`config.mk`:
```
export PLATFORM = sky130hd
export DESIGN_NAME = dna_prefix_next_base_match
export DESIGN_NICKNAME = d
export VERILOG_FILES = /design/src/design/dpnbm_pkg.sv /design/src/design/dpnbm_scan.sv /design/src/design/dpnbm_emit.sv /design/src/design/dna_prefix_next_base_match.sv
export SDC_FILE = /design/constraint.sdc
export NUM_CORES = 2
export LEC_CHECK = 0
export BUFFER_PORTS_ARGS = -buffer_cell sky130_fd_sc_hd__buf_2
export CAP_MARGIN = 10
export CORE_MARGIN = 10
export CORE_UTILIZATION = 60
export DETAILED_ROUTE_END_ITERATION = 6
export GPL_ROUTABILITY_DRIVEN = 0
export GPL_TIMING_DRIVEN = 1
export PLACE_DENSITY = 0.77
export SLEW_MARGIN = 20
export SYNTH_ARGS = -nofsm -noshare
export SYNTH_HDL_FRONTEND = slang
export SYNTH_SLANG_ARGS = --single-unit
```
`constraint.sdc`:
```
create_clock -name clk_i -period 19.25 [get_ports clk_i]
set_input_delay 3.85 -clock clk_i [delete_from_list [all_inputs] [get_ports clk_i]]
set_output_delay 3.85 -clock clk_i [all_outputs]
set_load 0.01 [all_outputs]
```
`src/design/dpnbm_pkg.sv`:
```
`default_nettype none

package dpnbm_pkg;

  localparam int unsigned WIN_LEN         = 30;
  localparam int unsigned PAT_LEN         = 29;
  localparam int unsigned PATTERNS_DEF    = 16;
  localparam int unsigned SLOT_STRIDE_DEF = 32;

  localparam logic [7:0] CHAR_A     = 8'd65;
  localparam logic [7:0] CHAR_G     = 8'd71;
  localparam logic [7:0] CHAR_C     = 8'd67;
  localparam logic [7:0] CHAR_T     = 8'd84;
  localparam logic [7:0] CHAR_SPACE = 8'd32;

  localparam logic [1:0] CODE_A = 2'd0;
  localparam logic [1:0] CODE_G = 2'd1;
  localparam logic [1:0] CODE_C = 2'd2;
  localparam logic [1:0] CODE_T = 2'd3;

  typedef enum logic [1:0] {
    OP_LOAD   = 2'd0,
    OP_PUSH   = 2'd1,
    OP_FINISH = 2'd2
  } op_e;

  typedef struct packed {
    logic       ok;
    logic [1:0] code;
  } base_t;

  function automatic base_t encode_base(logic [7:0] sym);
    base_t b;
    b.ok   = 1'b1;
    b.code = CODE_A;
    case (sym)
      CHAR_A:  b.code = CODE_A;
      CHAR_G:  b.code = CODE_G;
      CHAR_C:  b.code = CODE_C;
      CHAR_T:  b.code = CODE_T;
      default: b.ok = 1'b0;
    endcase
    return b;
  endfunction

  function automatic logic [7:0] decode_base(logic [1:0] code);
    logic [7:0] c;
    case (code)
      CODE_A:  c = CHAR_A;
      CODE_G:  c = CHAR_G;
      CODE_C:  c = CHAR_C;
      default: c = CHAR_T;
    endcase
    return c;
  endfunction

endpackage

`default_nettype wire

```
`src/design/dpnbm_scan.sv`:
```
`default_nettype none

module dpnbm_scan
  import dpnbm_pkg::*;
#(
  parameter int unsigned PATTERNS    = PATTERNS_DEF,
  parameter int unsigned SLOT_STRIDE = SLOT_STRIDE_DEF
) (
  input  wire logic       clk_i,
  input  wire logic       rst_ni,
  input  wire logic       fire_i,
  input  wire logic [1:0] op_i,
  input  wire logic [7:0] sym_i,
  input  wire logic [8:0] slot_i,
  output logic            found_o [PATTERNS],
  output logic [1:0]      base_o  [PATTERNS]
);

  logic [1:0] win_base_q  [WIN_LEN];
  logic       win_valid_q [WIN_LEN];
  logic [1:0] pat_q       [PATTERNS][PAT_LEN];
  logic       found_q     [PATTERNS];
  logic [1:0] mbase_q     [PATTERNS];
  logic       hit         [PATTERNS];
  base_t      enc;
  logic       all_valid;

  assign enc = encode_base(sym_i);

  always_comb begin
    all_valid = enc.ok;
    for (int k = 0; k < PAT_LEN; k++) begin
      all_valid = all_valid & win_valid_q[k];
    end
  end

  // after the shift, window entry 29-p (old entry 28-p) meets pattern position p
  for (genvar j = 0; j < PATTERNS; j++) begin : g_cmp
    always_comb begin
      hit[j] = all_valid;
      for (int p = 0; p < PAT_LEN; p++) begin
        if (win_base_q[PAT_LEN-1-p] != pat_q[j][p]) hit[j] = 1'b0;
      end
    end
  end

  // pattern store: one register per compared position, no reset
  for (genvar j = 0; j < PATTERNS; j++) begin : g_pat
    for (genvar p = 0; p < PAT_LEN; p++) begin : g_pos
      always_ff @(posedge clk_i) begin
        if (fire_i && op_i == OP_LOAD &&
            32'(slot_i) == 32'(j * SLOT_STRIDE + p)) begin
          pat_q[j][p] <= enc.code;
        end
      end
    end
  end

  always_ff @(posedge clk_i or negedge rst_ni) begin
    if (!rst_ni) begin
      for (int k = 0; k < WIN_LEN; k++) begin
        win_base_q[k]  <= CODE_A;
        win_valid_q[k] <= 1'b0;
      end
      for (int j = 0; j < PATTERNS; j++) begin
        found_q[j] <= 1'b0;
        mbase_q[j] <= CODE_A;
      end
    end else if (fire_i) begin
      case (op_i)
        OP_PUSH: begin
          for (int k = WIN_LEN - 1; k > 0; k--) begin
            win_base_q[k]  <= win_base_q[k-1];
            win_valid_q[k] <= win_valid_q[k-1];
          end
          win_base_q[0]  <= enc.code;
          win_valid_q[0] <= enc.ok;
          for (int j = 0; j < PATTERNS; j++) begin
            if (hit[j]) begin
              found_q[j] <= 1'b1;
              mbase_q[j] <= enc.code;
            end
          end
        end
        OP_FINISH: begin
          for (int k = 0; k < WIN_LEN; k++) begin
            win_base_q[k]  <= CODE_A;
            win_valid_q[k] <= 1'b0;
          end
          for (int j = 0; j < PATTERNS; j++) begin
            found_q[j] <= 1'b0;
            mbase_q[j] <= CODE_A;
          end
        end
        default: ;
      endcase
    end
  end

  assign found_o = found_q;
  assign base_o  = mbase_q;

endmodule

`default_nettype wire

```
`src/design/dpnbm_emit.sv`:
```
`default_nettype none

module dpnbm_emit
  import dpnbm_pkg::*;
#(
  parameter int unsigned PATTERNS = PATTERNS_DEF
) (
  input  wire logic       clk_i,
  input  wire logic       rst_ni,
  input  wire logic       load_i,
  input  wire logic       found_i [PATTERNS],
  input  wire logic [1:0] base_i  [PATTERNS],
  output logic            busy_o,
  output logic            out_valid_o,
  input  wire logic       out_ready_i,
  output logic [7:0]      result_char_o,
  output logic [3:0]      pattern_index_o,
  output logic            last_o
);

  localparam int unsigned IDX_W = (PATTERNS > 1) ? $clog2(PATTERNS) : 1;

  logic             busy_q;
  logic [IDX_W-1:0] idx_q;
  logic             found_q [PATTERNS];
  logic [1:0]       base_q  [PATTERNS];
  logic             last;
  logic             take;
  logic [IDX_W+3:0] idx_ext;

  assign last    = (idx_q == IDX_W'(PATTERNS - 1));
  assign take    = busy_q && out_ready_i;
  assign idx_ext = {4'b0000, idx_q};

  always_ff @(posedge clk_i or negedge rst_ni) begin
    if (!rst_ni) begin
      busy_q <= 1'b0;
      idx_q  <= '0;
    end else if (load_i) begin
      busy_q <= 1'b1;
      idx_q  <= '0;
    end else if (take) begin
      if (last) begin
        busy_q <= 1'b0;
      end else begin
        idx_q <= idx_q + 1'b1;
      end
    end
  end

  // snapshot shifts toward entry 0, which always holds the current result
  always_ff @(posedge clk_i) begin
    if (load_i) begin
      found_q <= found_i;
      base_q  <= base_i;
    end else if (take) begin
      for (int j = 0; j < PATTERNS - 1; j++) begin
        found_q[j] <= found_q[j+1];
        base_q[j]  <= base_q[j+1];
      end
    end
  end

  assign busy_o          = busy_q;
  assign out_valid_o     = busy_q;
  assign result_char_o   = found_q[0] ? decode_base(base_q[0]) : CHAR_SPACE;
  assign pattern_index_o = idx_ext[3:0];
  assign last_o          = last;

endmodule

`default_nettype wire

```
`src/design/dna_prefix_next_base_match.sv`:
```
// DNA prefix match: reports the base that follows each stored 29-base pattern.
// Input channel (in_valid_i/in_ready_o) carries operation, symbol, pattern_slot.
//   Load writes one pattern base; push shifts a stream byte into the 30-deep
//   window and checks all patterns in parallel; finish emits the results.
// Output channel (out_valid_o/out_ready_i) carries one transaction per
//   pattern, in pattern order, with last_o on the final one.
// Throughput: one input transaction per cycle. A finish drains PATTERNS
//   results at one per cycle while out_ready_i is high; a second finish waits
//   until that drain is done, while loads and pushes ahead of it keep flowing.
// An accepted transaction is held in the input register and executes from
//   there; the first result of a finish is valid the cycle after it executes.
// Reset clears the window, recorded matches and both channels; the pattern
//   store holds no reset value and must be loaded before a scan.
// A stalled receiver holds the current result; the input register then
//   backs up only for a further finish.
`default_nettype none

module dna_prefix_next_base_match
  import dpnbm_pkg::*;
#(
  parameter int unsigned PATTERNS    = PATTERNS_DEF,
  parameter int unsigned SLOT_STRIDE = SLOT_STRIDE_DEF
) (
  input  wire logic       clk_i,
  input  wire logic       rst_ni,
  input  wire logic       in_valid_i,
  output logic            in_ready_o,
  input  wire logic [1:0] operation_i,
  input  wire logic [7:0] symbol_i,
  input  wire logic [8:0] pattern_slot_i,
  output logic            out_valid_o,
  input  wire logic       out_ready_i,
  output logic [7:0]      result_char_o,
  output logic [3:0]      pattern_index_o,
  output logic            last_o
);

  logic       ireg_v_q;
  logic [1:0] op_q;
  logic [7:0] sym_q;
  logic [8:0] slot_q;
  logic       fire;
  logic       emit_busy;
  logic       found [PATTERNS];
  logic [1:0] mbase [PATTERNS];

  assign fire       = ireg_v_q && (op_q != OP_FINISH || !emit_busy);
  assign in_ready_o = !ireg_v_q || fire;

  always_ff @(posedge clk_i or negedge rst_ni) begin
    if (!rst_ni) begin
      ireg_v_q <= 1'b0;
    end else if (in_ready_o) begin
      ireg_v_q <= in_valid_i;
    end
  end

  always_ff @(posedge clk_i) begin
    if (in_ready_o && in_valid_i) begin
      op_q   <= operation_i;
      sym_q  <= symbol_i;
      slot_q <= pattern_slot_i;
    end
  end

  dpnbm_scan #(
    .PATTERNS   (PATTERNS),
    .SLOT_STRIDE(SLOT_STRIDE)
  ) u_scan (
    .clk_i  (clk_i),
    .rst_ni (rst_ni),
    .fire_i (fire),
    .op_i   (op_q),
    .sym_i  (sym_q),
    .slot_i (slot_q),
    .found_o(found),
    .base_o (mbase)
  );

  dpnbm_emit #(
    .PATTERNS(PATTERNS)
  ) u_emit (
    .clk_i          (clk_i),
    .rst_ni         (rst_ni),
    .load_i         (fire && op_q == OP_FINISH),
    .found_i        (found),
    .base_i         (mbase),
    .busy_o         (emit_busy),
    .out_valid_o    (out_valid_o),
    .out_ready_i    (out_ready_i),
    .result_char_o  (result_char_o),
    .pattern_index_o(pattern_index_o),
    .last_o         (last_o)
  );

endmodule

`default_nettype wire
```
==> impl_metrics.tcl <==
set metrics [dict create \
    cp-startpoint "op_q[0]" \
    peakVddDrop_mv 0.112 \
    instances_no_fill 4941 \
    clock_latency_ps 710 \
    synth_flop_cell "edfxtp_1" \
    endpoint_kind "output pin" \
    rows 106 \
    hp-class "reg2reg" \
    synth_cell_type_count 45 \
    cts_buffer_depth 3 \
    gr-usage-met3_pct 8.49 \
    dp_hpwl_um 85500 \
    ys_warn_count 0 \
    crit_type "reg2out" \
    cp.required_ps 15400 \
    rr_startpoint "op_q[0]" \
    nNetsFinal 3797 \
    report.final.setup_viol 0 \
    fmaxAchievable_ghz 0.160 \
    final.setup.tns_ps 0 \
    syn_to_final_growth_pct 8.46 \
    grt_overflow_total 0 \
    antenna_found_initial 1 \
    htreeDepth 3 \
    drt_pass1_iterations 6 \
    nFillCells 5918 \
    finalCritPeriodShare_pct 32.5 \
    via_count 32028 \
    tritoncts "built" \
    routedWlPerCell_um 31.0 \
    dieArea_sq_mm 0.0960 \
    hold_buffers 0 \
    relSlewSlack_pct 14.4 \
    worstMarginPinSlew_ps 1280 \
    start_util_pct 60.4 \
    final_layout_size_suffix_gt1_share_pct 9.63 \
    numCtsBuffers 113 \
    drv_slew 0 \
    synth.area.top_cells "edfxtp_1 59%, xnor2_1 11%, dfrtp_1 7.0%, xor2_1 5.1%, nor2_1 3.8%" \
    io_pins 38 \
    start_kind "flop" \
    ctsResizeCount 0 \
    status "finished clean" \
    min_period_ps 6250 \
    grt_max_degree 236 \
    clock_sinks 1136 \
    syn_area_per_cell_sq_um 13.3 \
    io_buffers 35 \
    async_flop_share_pct 12.4 \
    dp_cells 4733 \
    drt-total-wl_um 153000 \
    yosys-top-cells-count "995 x edfxtp_1, 639 x xnor2_1, 514 x nor2_1" \
    synth_edf_count 995 \
    cp_data_arrival_time_ps 2400 \
    fin_hold_ws_ps 480 \
    cts_setup_buffers 0 \
    fp.dieW_um 310 \
    clock-root-buffer "clkbuf_16" \
    cp_max_fo 89 \
    final_hold_viol_count 0 \
    drt_iter0_drc 4988 \
    syn_area_sq_mm 0.0504 \
    drc_errors 0 \
    rsz0062_at_grt "no" \
    yosysMostFrequentCell "edfxtp_1" \
    clkTransAtPathRegs_ps 60 \
    ys_ff_latch 1136 \
    gr-usage-met2_pct 48.8 \
    ys_seq_area_share_pct 66.3 \
    cellLeakagePower_nw 19.4 \
    synth_top_cell_area_share_pct 59.3 \
    synth_area_leader_cell "edfxtp_1" \
    grt_pass1_vias 30939 \
    n_antenna_cell 0 \
    reg2reg_slack_ps 15140 \
    die_h_um 310 \
    use_met1_pct 41.4 \
    finClkSkew_ps 28.9 \
    viasPerCell 6.48 \
    core_sq_mm 0.0834 \
    p_per_area_mw_per_mm2 93.5 \
    grt_pass1_wl_um 217000 \
    min-delay-start "u_scan.base_o[0]" \
    top_usage_layer "met2" \
    drtAntennaViolNets 0 \
    max_cap_violations 0 \
    synthCells 3782 \
    grt_usage_pct 31.9 \
]
-- state kept, by name, indices dropped and copies added, names as in the netlist, 2 cells and up --
register	cells
u_emit.pattern_index_o	4
slot_q	9
u_scan.win_base_q	58
sym_q	8
u_scan.base_o	32
u_emit.base_q	32
u_emit.found_q	16
u_scan.found_o	16
u_scan.pat_q	928
op_q	2
u_scan.win_valid_q	29
-- power breakdown --
group          switching (mW)  internal, mW  total (mW)
logic                   0.136        0.0460       0.182
registers              0.0235          2.70        2.73
clock network           0.948          1.25        2.20
total                    1.11          4.00        5.11
-- logic make-up after synthesis --
group / after synthesis / share of synthesized area [%]
compound gates: 140 / 1.62
other cells: 1 / 0.00744
buf+inv: 253 / 3.42
fa+ha+maj: 6 / 0.149
mux: 12 / 0.266
simple gates: 1303 / 12.1
xor+xnor: 931 / 16.2
flops: 1136 / 66.3
-- layer usage --
layer  part of all wire [%]  up-vias  wire length (um)
met4                    6.8        2             10500
met1                     34    15845             52100
met2                     44     2438             67900
met5                 0.0085        -                13
li1                       -    13167                 -
met3                     15      576             22600
-- worst max-delay path: stages (launching register included) --
cell and delay (ps):
edfxtp_1 410, inv_1 110, ha_2 170, buf_4 580, nand3_1 240, buf_2 210
-- stage by stage --
stage	worst slack, ps	power, mW	util (%)	instance area (sq um)
global placement	13780	2.95	61.1	51000
floorplan	5260	2.88	-	50400
CTS	12980	5.11	65.5	54700
detailed placement	13740	2.96	61.1	51000
global route	12850	5.23	65.5	54700
finish	13000	5.11	65.5	54700
-- cell type report --
class	count	area [sq um]	share of cell area, %
timing repair buffer	116	810	1.48
clock inverter	69	683	1.25
inverter	7	26.3	0.0481
multi-input combinational	2394	15400	28.1
clock buffer	139	2970	5.42
tap	1080	1350	2.47
sequential	1136	33500	61.2
-- cell usage in the layout (no fill, tap or decap), types with 3 or more instances in the layout --
cell type	instances
xor2_1	292
dfrtp_2	46
nand2b_1	88
nor4_2	5
ha_1	5
inv_1	5
o21ai_0	93
buf_6	3
clkinv_2	27
nor3_2	3
nor4_1	104
clkbuf_8	4
nor2b_1	12
edfxtp_1	995
nand3_1	42
a211oi_1	5
xnor2_1	639
clkinv_1	21
clkinvlp_4	5
buf_4	78
nand4_1	189
nand2_1	292
nor2_1	512
nor3_1	26
clkbuf_16	113
mux2_2	11
a22o_1	10
nand3_4	3
nand2_2	10
o211ai_1	22
buf_2	34
bufinv_16	12
dfrtp_1	95
a21oi_1	4
clkbuf_1	22
-- path summary, 6_finish.rpt --
kind	to	depth (start not counted)
max	in_ready_o	5
min	u_emit.base_q[0]	0
max reg2reg	u_scan.pat_q[0][60]	8
min reg2reg	u_emit.base_q[0]	0
max in group asynchronous	u_scan.win_base_q[11]	2
min in group asynchronous	u_scan.win_valid_q[25]	1
Power figures use the tool's default switching activity.
